==> config.mk <==
export PLATFORM = sky130hd
export DESIGN_NAME = gyro_heading_hold_drive_unit
export DESIGN_NICKNAME = d
export VERILOG_FILES = /design/src/hdl/ghd_pkg.sv /design/src/hdl/gyro_heading_hold_drive_unit.sv /design/src/hdl/ghd_mul.sv /design/src/hdl/ghd_duty.sv
export SDC_FILE = /design/constraint.sdc
export NUM_CORES = 2
export LEC_CHECK = 0
export ABC_AREA = 1
export BUFFER_PORTS_ARGS = -buffer_cell sky130_fd_sc_hd__buf_4
export CAP_MARGIN = 5
export CORE_MARGIN = 3
export CORE_UTILIZATION = 35
export DETAILED_ROUTE_END_ITERATION = 12
export PLACE_DENSITY = 0.49
export SLEW_MARGIN = 20
export SYNTH_ARGS = -nofsm -noshare
export SYNTH_HDL_FRONTEND = slang
export SYNTH_SLANG_ARGS = --single-unit
==> constraint.sdc <==
create_clock -name aclk -period 10.47 [get_ports aclk]
set_input_delay 0 -clock aclk [delete_from_list [all_inputs] [get_ports aclk]]
set_output_delay 0 -clock aclk [all_outputs]
set_load 0.05 [all_outputs]
==> src/hdl/ghd_pkg.sv <==
// Shared types, constants and gain tables for the gyro heading hold drive unit.
package ghd_pkg;

    // Shared multiplier operand and product widths
    localparam int MUL_A_W = 17;
    localparam int MUL_B_W = 18;
    localparam int PROD_W  = MUL_A_W + MUL_B_W;

    // Yaw accumulator: Q27.20 degrees
    localparam int ACC_W     = 48;
    localparam int FRAC_BITS = 20;

    localparam int HEAD_W = 16;
    localparam int ERR_W  = 17;
    localparam int GAIN_W = 17;

    // Q1.15 unity, held wide enough for both operand ports
    localparam logic signed [MUL_B_W-1:0] ONE_Q15 = 18'sd32768;

    localparam int STRAIGHT_CLAMP_ERR = 4;
    localparam int TURN_CLAMP_ERR     = 18;

    // Sequencer steps
    typedef enum logic [2:0] {
        ST_IDLE,
        ST_RATE,
        ST_ACCUM,
        ST_HEAD,
        ST_ERROR,
        ST_LEFT,
        ST_RIGHT,
        ST_OUT
    } state_t;

    // Request to the shared multiplier
    typedef struct packed {
        logic                        en;
        logic signed [MUL_A_W-1:0]   a;
        logic signed [MUL_B_W-1:0]   b;
    } mul_req_t;

    // |error| * 7/25 in Q1.15, truncated, clamped to 1.0
    function automatic logic [GAIN_W-1:0] straight_gain(input logic [ERR_W-1:0] err_mag);
        logic [GAIN_W-1:0] g;
        begin
            if (err_mag >= ERR_W'(STRAIGHT_CLAMP_ERR)) begin
                g = 17'd32768;
            end else begin
                case (err_mag[1:0])
                    2'd0:    g = 17'd0;
                    2'd1:    g = 17'd9175;
                    2'd2:    g = 17'd18350;
                    default: g = 17'd27525;
                endcase
            end
            return g;
        end
    endfunction

    // |error| / 18 in Q1.15, truncated, clamped to 1.0; a nonzero value
    // below 0.15 is already raised to 0.15 in the table
    function automatic logic [GAIN_W-1:0] turn_gain(input logic [ERR_W-1:0] err_mag);
        logic [GAIN_W-1:0] g;
        begin
            if (err_mag >= ERR_W'(TURN_CLAMP_ERR)) begin
                g = 17'd32768;
            end else begin
                case (err_mag[4:0])
                    5'd1:    g = 17'd4915;
                    5'd2:    g = 17'd4915;
                    5'd3:    g = 17'd5461;
                    5'd4:    g = 17'd7281;
                    5'd5:    g = 17'd9102;
                    5'd6:    g = 17'd10922;
                    5'd7:    g = 17'd12743;
                    5'd8:    g = 17'd14563;
                    5'd9:    g = 17'd16384;
                    5'd10:   g = 17'd18204;
                    5'd11:   g = 17'd20024;
                    5'd12:   g = 17'd21845;
                    5'd13:   g = 17'd23665;
                    5'd14:   g = 17'd25486;
                    5'd15:   g = 17'd27306;
                    5'd16:   g = 17'd29127;
                    5'd17:   g = 17'd30947;
                    default: g = 17'd0;
                endcase
            end
            return g;
        end
    endfunction

endpackage

==> src/hdl/gyro_heading_hold_drive_unit.sv <==
// Top level: heading-hold controller for a differential drive, sequenced over one multiplier.
// Requests are handled one at a time: the single shared multiplier is used for the
// yaw increment and then for each of the two side products in turn.
// s_tready is low while a request is in progress; a finished result waits in the output
// register while the next request is taken. Reset (aresetn low, synchronous) clears the
// yaw accumulator, loads time_step with 655 and empties the output register.
module gyro_heading_hold_drive_unit #(
    parameter int DUTY_BITS = 8
) (
    input  logic                aclk,
    input  logic                aresetn,

    // Configuration: time_step, Q0.16 seconds
    input  logic                cfg_wr_en,
    input  logic [15:0]         cfg_wr_data,

    input  logic                s_tvalid,
    output logic                s_tready,
    // [15:0] gyro_rate, [31:16] throttle, [47:32] target_angle
    input  logic [47:0]         s_tdata,
    // [0] op (0 straight, 1 turn)
    input  logic                s_tuser,

    output logic                m_tvalid,
    input  logic                m_tready,
    // from bit 0 up: left_forward_duty, left_reverse_duty, right_forward_duty,
    // right_reverse_duty (DUTY_BITS each), heading (16), turn_done (1), zero pad
    output logic [((4*DUTY_BITS+ghd_pkg::HEAD_W+1+7)/8)*8-1:0] m_tdata
);

    localparam int OUT_W = ((4*DUTY_BITS + ghd_pkg::HEAD_W + 1 + 7) / 8) * 8;
    localparam int NEG_W = ghd_pkg::ACC_W + 1;
    localparam int QUO_W = NEG_W - ghd_pkg::FRAC_BITS;

    localparam logic [15:0] TIME_STEP_RESET = 16'd655;

    localparam logic signed [QUO_W-1:0] HEAD_MAX = QUO_W'(32767);
    localparam logic signed [QUO_W-1:0] HEAD_MIN = -QUO_W'(32768);

    // ------------------------------------------------------------------
    // State
    // ------------------------------------------------------------------
    ghd_pkg::state_t state_reg, state_next;

    logic [15:0]                                  time_step_reg, time_step_next;
    logic signed [ghd_pkg::ACC_W-1:0]             acc_reg, acc_next;

    // captured request
    logic                                         op_reg, op_next;
    logic signed [15:0]                           rate_reg, rate_next;
    logic signed [15:0]                           thr_reg, thr_next;
    logic signed [15:0]                           target_reg, target_next;

    logic signed [ghd_pkg::HEAD_W-1:0]            heading_reg, heading_next;
    logic signed [ghd_pkg::GAIN_W-1:0]            gain_reg, gain_next;
    logic                                         done_reg, done_next;
    logic [DUTY_BITS-1:0]                         lf_reg, lf_next;
    logic [DUTY_BITS-1:0]                         lr_reg, lr_next;

    logic                                         m_valid_reg, m_valid_next;
    logic [OUT_W-1:0]                             m_data_reg, m_data_next;

    // ------------------------------------------------------------------
    // Shared units
    // ------------------------------------------------------------------
    ghd_pkg::mul_req_t                            mul_req;
    logic signed [ghd_pkg::PROD_W-1:0]            prod;
    logic [DUTY_BITS-1:0]                         fwd_duty;
    logic [DUTY_BITS-1:0]                         rev_duty;

    ghd_mul u_mul (
        .aclk (aclk),
        .req  (mul_req),
        .prod (prod)
    );

    // One converter serves both sides: left in ST_RIGHT, right in ST_OUT
    ghd_duty #(
        .DUTY_BITS (DUTY_BITS)
    ) u_duty (
        .side     (prod),
        .fwd_duty (fwd_duty),
        .rev_duty (rev_duty)
    );

    // ------------------------------------------------------------------
    // Datapath helpers
    // ------------------------------------------------------------------
    logic signed [NEG_W-1:0]          neg_yaw;
    logic signed [QUO_W-1:0]          head_quot;
    logic signed [ghd_pkg::ERR_W-1:0] err;
    logic [ghd_pkg::ERR_W-1:0]        err_mag;
    logic [ghd_pkg::GAIN_W-1:0]       gain_mag;
    logic signed [ghd_pkg::MUL_B_W-1:0] gain_wide;
    logic signed [ghd_pkg::MUL_B_W-1:0] one_plus;
    logic signed [ghd_pkg::MUL_B_W-1:0] one_minus;
    logic                             thr_pos;

    always_comb begin
        // Heading: negated yaw divided by 2^20, truncated toward zero
        neg_yaw = -NEG_W'(acc_reg);
        if (neg_yaw[NEG_W-1]) begin
            head_quot = QUO_W'((neg_yaw + NEG_W'((1 << ghd_pkg::FRAC_BITS) - 1))
                               >>> ghd_pkg::FRAC_BITS);
        end else begin
            head_quot = QUO_W'(neg_yaw >>> ghd_pkg::FRAC_BITS);
        end

        // Error and proportional gain
        err      = ghd_pkg::ERR_W'(target_reg) - ghd_pkg::ERR_W'(heading_reg);
        err_mag  = err[ghd_pkg::ERR_W-1] ? ghd_pkg::ERR_W'(-err) : ghd_pkg::ERR_W'(err);
        gain_mag = op_reg ? ghd_pkg::turn_gain(err_mag) : ghd_pkg::straight_gain(err_mag);

        gain_wide = ghd_pkg::MUL_B_W'(gain_reg);
        one_plus  = ghd_pkg::ONE_Q15 + gain_wide;
        one_minus = ghd_pkg::ONE_Q15 - gain_wide;
        thr_pos   = !thr_reg[15] && (thr_reg != '0);
    end

    // ------------------------------------------------------------------
    // Sequencer: next state, datapath updates and multiplier requests
    // ------------------------------------------------------------------
    always_comb begin
        state_next     = state_reg;
        time_step_next = time_step_reg;
        acc_next       = acc_reg;
        op_next        = op_reg;
        rate_next      = rate_reg;
        thr_next       = thr_reg;
        target_next    = target_reg;
        heading_next   = heading_reg;
        gain_next      = gain_reg;
        done_next      = done_reg;
        lf_next        = lf_reg;
        lr_next        = lr_reg;
        m_valid_next   = m_valid_reg;
        m_data_next    = m_data_reg;

        mul_req.en = 1'b0;
        mul_req.a  = ghd_pkg::MUL_A_W'(rate_reg);
        mul_req.b  = ghd_pkg::MUL_B_W'({1'b0, time_step_reg});

        s_tready = (state_reg == ghd_pkg::ST_IDLE);

        if (cfg_wr_en) begin
            time_step_next = cfg_wr_data;
        end

        // Drop the result once taken
        if (m_valid_reg && m_tready) begin
            m_valid_next = 1'b0;
        end

        case (state_reg)
            ghd_pkg::ST_IDLE: begin
                if (s_tvalid) begin
                    op_next     = s_tuser;
                    rate_next   = s_tdata[15:0];
                    thr_next    = s_tdata[31:16];
                    target_next = s_tdata[47:32];
                    state_next  = ghd_pkg::ST_RATE;
                end
            end
            ghd_pkg::ST_RATE: begin
                // rate * time_step
                mul_req.en = 1'b1;
                state_next = ghd_pkg::ST_ACCUM;
            end
            ghd_pkg::ST_ACCUM: begin
                // wraps modulo 2^48
                acc_next   = acc_reg + ghd_pkg::ACC_W'(prod);
                state_next = ghd_pkg::ST_HEAD;
            end
            ghd_pkg::ST_HEAD: begin
                if (head_quot > HEAD_MAX) begin
                    heading_next = 16'sh7fff;
                end else if (head_quot < HEAD_MIN) begin
                    heading_next = 16'sh8000;
                end else begin
                    heading_next = head_quot[ghd_pkg::HEAD_W-1:0];
                end
                state_next = ghd_pkg::ST_ERROR;
            end
            ghd_pkg::ST_ERROR: begin
                gain_next  = err[ghd_pkg::ERR_W-1] ? ghd_pkg::GAIN_W'(-gain_mag) : gain_mag;
                done_next  = op_reg && (err == '0);
                state_next = ghd_pkg::ST_LEFT;
            end
            ghd_pkg::ST_LEFT: begin
                mul_req.en = 1'b1;
                if (op_reg) begin
                    mul_req.a = gain_reg;
                    mul_req.b = ghd_pkg::ONE_Q15;
                end else begin
                    mul_req.a = ghd_pkg::MUL_A_W'(thr_reg);
                    mul_req.b = thr_pos ? one_plus : one_minus;
                end
                state_next = ghd_pkg::ST_RIGHT;
            end
            ghd_pkg::ST_RIGHT: begin
                // product register still holds the left side value
                lf_next    = fwd_duty;
                lr_next    = rev_duty;
                mul_req.en = 1'b1;
                if (op_reg) begin
                    mul_req.a = gain_reg;
                    mul_req.b = -ghd_pkg::ONE_Q15;
                end else begin
                    mul_req.a = ghd_pkg::MUL_A_W'(thr_reg);
                    mul_req.b = thr_pos ? one_minus : one_plus;
                end
                state_next = ghd_pkg::ST_OUT;
            end
            ghd_pkg::ST_OUT: begin
                // Hold here while an earlier result still waits
                if (!m_valid_reg || m_tready) begin
                    m_valid_next = 1'b1;
                    m_data_next  = OUT_W'({done_reg, heading_reg, rev_duty, fwd_duty,
                                           lr_reg, lf_reg});
                    state_next   = ghd_pkg::ST_IDLE;
                end
            end
            default: begin
                state_next = ghd_pkg::ST_IDLE;
            end
        endcase
    end

    // ------------------------------------------------------------------
    // Registers
    // ------------------------------------------------------------------
    always_ff @(posedge aclk) begin
        if (!aresetn) begin
            state_reg     <= ghd_pkg::ST_IDLE;
            time_step_reg <= TIME_STEP_RESET;
            acc_reg       <= '0;
            m_valid_reg   <= 1'b0;
        end else begin
            state_reg     <= state_next;
            time_step_reg <= time_step_next;
            acc_reg       <= acc_next;
            m_valid_reg   <= m_valid_next;
        end
    end

    always_ff @(posedge aclk) begin
        op_reg      <= op_next;
        rate_reg    <= rate_next;
        thr_reg     <= thr_next;
        target_reg  <= target_next;
        heading_reg <= heading_next;
        gain_reg    <= gain_next;
        done_reg    <= done_next;
        lf_reg      <= lf_next;
        lr_reg      <= lr_next;
        m_data_reg  <= m_data_next;
    end

    assign m_tvalid = m_valid_reg;
    assign m_tdata  = m_data_reg;

    // ------------------------------------------------------------------
    // Assertions
    // ------------------------------------------------------------------

    // Yaw moves only in the accumulate step
    a_acc_only_in_accum: assert property (@(posedge aclk) disable iff (!aresetn)
        (state_reg != ghd_pkg::ST_ACCUM) |=> $stable(acc_reg))
        else $error("yaw accumulator changed outside the accumulate step");

    // An accepted request starts the sequence and blocks further requests
    a_busy_after_accept: assert property (@(posedge aclk) disable iff (!aresetn)
        (s_tvalid && s_tready) |=> (!s_tready && state_reg == ghd_pkg::ST_RATE))
        else $error("sequencer did not start after a request was accepted");

    // A completed turn drives nothing
    a_done_means_stop: assert property (@(posedge aclk) disable iff (!aresetn)
        (m_tvalid && m_tdata[4*DUTY_BITS+ghd_pkg::HEAD_W]) |->
            (m_tdata[4*DUTY_BITS-1:0] == '0))
        else $error("turn_done set with nonzero duty");

    // Never drive both bridge legs of one side
    a_one_leg_per_side: assert property (@(posedge aclk) disable iff (!aresetn)
        m_tvalid |->
            ((m_tdata[DUTY_BITS-1:0] == '0) || (m_tdata[2*DUTY_BITS-1:DUTY_BITS] == '0)) &&
            ((m_tdata[3*DUTY_BITS-1:2*DUTY_BITS] == '0) ||
             (m_tdata[4*DUTY_BITS-1:3*DUTY_BITS] == '0)))
        else $error("forward and reverse duty both nonzero on one side");

endmodule

==> src/hdl/ghd_mul.sv <==
// Shared signed multiplier with a registered product.
module ghd_mul (
    input  logic                                aclk,
    input  ghd_pkg::mul_req_t                   req,
    output logic signed [ghd_pkg::PROD_W-1:0]   prod
);

    logic signed [ghd_pkg::PROD_W-1:0] prod_reg;
    logic signed [ghd_pkg::PROD_W-1:0] prod_next;

    always_comb begin
        prod_next = req.a * req.b;
    end

    // Hold the product until the next request
    always_ff @(posedge aclk) begin
        if (req.en) begin
            prod_reg <= prod_next;
        end
    end

    assign prod = prod_reg;

endmodule

==> src/hdl/ghd_duty.sv <==
// Converts one Q2.30 side value into a saturated forward/reverse duty pair.
module ghd_duty #(
    parameter int DUTY_BITS = 8
) (
    input  logic signed [ghd_pkg::PROD_W-1:0] side,
    output logic        [DUTY_BITS-1:0]       fwd_duty,
    output logic        [DUTY_BITS-1:0]       rev_duty
);

    localparam int SCALED_W = ghd_pkg::PROD_W + DUTY_BITS;
    localparam int QUOT_W   = SCALED_W - 30;

    localparam logic [DUTY_BITS-1:0] DUTY_MAX = '1;

    logic [ghd_pkg::PROD_W-1:0] mag;
    logic [SCALED_W-1:0]        scaled;
    logic [QUOT_W-1:0]          quot;
    logic [DUTY_BITS-1:0]       duty;

    always_comb begin
        mag    = side[ghd_pkg::PROD_W-1] ? ghd_pkg::PROD_W'(-side) : ghd_pkg::PROD_W'(side);
        // mag * (2^DUTY_BITS - 1) as shift and subtract
        scaled = {mag, {DUTY_BITS{1'b0}}} - SCALED_W'(mag);
        quot   = scaled[SCALED_W-1:30];
        duty   = (quot > QUOT_W'(DUTY_MAX)) ? DUTY_MAX : quot[DUTY_BITS-1:0];

        fwd_duty = '0;
        rev_duty = '0;
        if (side[ghd_pkg::PROD_W-1]) begin
            rev_duty = duty;
        end else if (side != '0) begin
            fwd_duty = duty;
        end
    end

endmodule

==> impl_metrics.py <==
metrics = {
    "critical_path": {
        "startpoint_type": "register",
        "worstSetupPathType": "register to register",
        "cp.required_ps": 10800,
        "cpMostUsedCell": "inv_1",
        "crit_fanout": 11,
        "timing.critical_path.arrival_ps": 9290,
        "crit_slowest_cell": "fa_1",
        "end_kind": "register",
        "critPathTopFamily": "adder cells",
        "cp_num_buf_inv": 7,
        "cpPeakStageDelay_ps": 580,
    },
    "logic_synthesis": {
        "synth.distinct_cells": 70,
        "synth_area_leaders": "fa_1 20%, edfxtp_1 18%, nand2_1 9.9%",
        "syn_area_per_cell_um2": 7.55,
        "synthMuxAreaShare_pct": 0.0319,
        "synth_compound_gate_area_share_pct": 9.12,
        "yosys.area_share.simple_pct": 24.8,
        "synth-edff-count": 183,
        "ys_ff_latch": 251,
        "syn_area_um2": 31400,
        "synth-xor-area-share_pct": 5.07,
        "synth_top_family_by_area": "adder cells",
        "synth-async-reset-ratio_pct": 0,
        "synthAdderAreaFrac_pct": 27.8,
        "synth.top_cell.area_share_pct": 20.0,
        "ys_seq_area_share_pct": 21.8,
        "syn_inst": 4158,
        "yosys_warnings": 0,
        "synthFlopType": "edfxtp_1",
        "yosys.area.top_type": "fa_1",
    },
    "cts": {
        "numClockSinks": 251,
        "insertion_delay_ps": 590,
        "cts_resized": 0,
        "clk_pin_slew_worst_paths_ps": 60,
        "cts-root-buf": "clkbuf_16",
        "clk_path_buf_depth": 3,
        "tritoncts": "built",
        "post_cts_buffers": 0,
        "cts_made_buffers": 30,
        "ctsHtreeMaxLevel": 1,
    },
    "place": {
        "dpl.hpwl_um": 81300,
        "gp_congestion": 0.913,
        "port_buffers": 120,
        "dp.cells": 5401,
        "post-place-ws_ps": 1490,
        "placed_area_um2": 33700,
    },
    "floorplan": {
        "io_pins": 128,
        "fp.dieW_um": 305,
        "dieArea_um2": 93300,
        "num_rows": 109,
        "die-height_um": 305,
        "core_area_um2": 88600,
        "start_util_pct": 35.4,
    },
    "drt": {
        "vias": 27300,
        "vias_per_cell": 4.92,
        "final_antenna_net_count": 0,
        "wl_per_cell_um": 17.8,
        "dr.pass1.iters": 6,
        "drt_iter0_drc": 1811,
        "drt-total-wl_um": 98600,
        "drcViolationCount": 0,
    },
    "layout": {
        "largest_register_ffs": 49,
        "final_nets": 4938,
        "instances_no_fill": 5548,
        "area_delta_synth_final_pct": 13.6,
        "multiInputGateArea_um2": 21000,
        "fillCellCount": 9357,
        "design_area_um2": 35700,
        "regArea_um2": 6860,
        "final_core_util_pct": 40.2,
        "antenna_cells": 0,
        "drive_gt1_share_pct": 7.92,
    },
    "timing": {
        "period_share_pct": 85.6,
        "hold_slack_ps": 136,
        "slew_violations": 0,
        "setup_ws_ps": 1510,
        "rsz0062_at_grt": "no",
        "period_minus_slack_ps": 8960,
        "worst_pin_slew_ps": 853,
        "setup_viol": 0,
        "skew_ps": 22.0,
        "max_freq_mhz": 112,
        "timing_hold_violations_final": 0,
        "relSlewSlack_pct": 43.1,
        "setup_tns_ps": 0,
    },
    "global_route": {
        "grt_pass1_vias": 27200,
        "grt-ovfl-total": 0,
        "groute.usage.overall_pct": 20.9,
        "grt_pass1_wl_um": 155000,
        "antenna_found_initial": 0,
        "grt_max_degree": 72,
    },
    "run_status": {
        "status": "finished clean",
    },
    "job": {
        "maxCapViolations": 0,
    },
    "worst_hold_path": {
        "hold_class": "primary input to register",
    },
    "pwr": {
        "power_density_nw_per_um2": 308,
        "finalPower_mw": 11.0,
        "vdd_drop_max_v": 0.000495,
        "cellLeakagePower_nw": 18.1,
    },
}
==> cells in the mapped netlist (all sizes together) (5+ instances only) <==
| cell type | instances |
|---|---|
| nand2 | 854 |
| inv | 831 |
| nor2 | 552 |
| fa | 313 |
| nand3 | 201 |
| ha | 196 |
| a21oi | 194 |
| o21ai | 194 |
| edfxtp | 183 |
| xor2 | 137 |
| dfxtp | 68 |
| nand4 | 66 |
| clkbuf | 58 |
| nor3 | 58 |
| xnor2 | 42 |
| a31oi | 28 |
| o211ai | 28 |
| buf | 24 |
| nand3b | 18 |
| nor4 | 16 |
| or2 | 13 |
| o21a | 10 |
| and3 | 9 |
| a21o | 7 |
| clkinv | 6 |
| o21bai | 6 |
| o2111ai | 5 |
==> cell families (layout without fill, tap and decap cells) <==
kind of cell	Yosys count	in the layout
DFF	251	251
muxes	1	1
AOI/OAI and AO/OA	503	503
buffers and inverters	919	1138
adders and majority gates	509	509
and+or+nand+nor	1795	1795
xor gates and xnor gates	179	179
other	1	7
==> area by class of cell <==
type,instances,share of cell area (%)
multi-input cells,2994,59.0
flip-flops and latches,251,19.2
inverters,837,8.82
repair buffers,245,5.85
well taps,1165,4.09
clock buffers,33,2.20
clock inverters,23,0.797
==> cells in the final DEF, fill, tap and decap left out, types with 68 or more instances in the layout <==
| master | synthesis | final |
|---|---|---|
| nor2_1 | 513 | 512 |
| ha_1 | 196 | 196 |
| dfxtp_1 | 68 | 68 |
| edfxtp_1 | 183 | 183 |
| buf_4 | 12 | 154 |
| a21oi_1 | 189 | 189 |
| nand2_1 | 829 | 829 |
| o21ai_0 | 174 | 168 |
| inv_1 | 813 | 813 |
| xor2_1 | 135 | 135 |
| nand3_1 | 185 | 185 |
| dlygate4sd3_1 | 0 | 90 |
| fa_1 | 313 | 313 |
==> layer usage <==
metal  up-vias  GRT usage (%)  part of all wire [%]  wire, um
met2       617           35.4                    47     46700
met4         0           5.52                   2.9      2830
met1     13100           29.0                    46     44900
met5         -              0                     0         0
li1      13500              -                     -         -
met3       124           1.52                   4.2      4160
==> path summary, 6_finish.rpt <==
path / from / to / slack (ps) / cells past startpoint
setup reg to reg: gain_reg[2] / u_mul.prod[34] / 1510 / 37
hold / removal: s_tdata[0] / rate_reg[0] / 140 / 2
setup / recovery: gain_reg[2] / u_mul.prod[34] / 1510 / 37
hold reg to reg: lf_reg[7] / m_tdata[7] / 420 / 0
==> where the power goes <==
group | internal (mW) | total (mW) | switching [mW]
Combinational | 3.07 | 8.07 | 4.99
Sequential | 1.54 | 1.78 | 0.240
Clock | 0.688 | 1.14 | 0.449
==> worst reg2reg max path, delay by kind of cell (launching register included) <==
kind / cells / cell delay (ps)
buffers and inverters: 7 / 810
adders and majority gates: 7 / 3470
xor gates and xnor gates: 2 / 250
and+or+nand+nor: 14 / 2280
DFF: 1 / 400
AOI/OAI and AO/OA: 7 / 1540
==> what timing repair did <==
item / in CTS / in global routing
setup endpoints to repair: 0 / 0
endpoints found under the hold margin: 83 / 0
hold buffers: 90 / 0
Power figures use the tool's default switching activity.
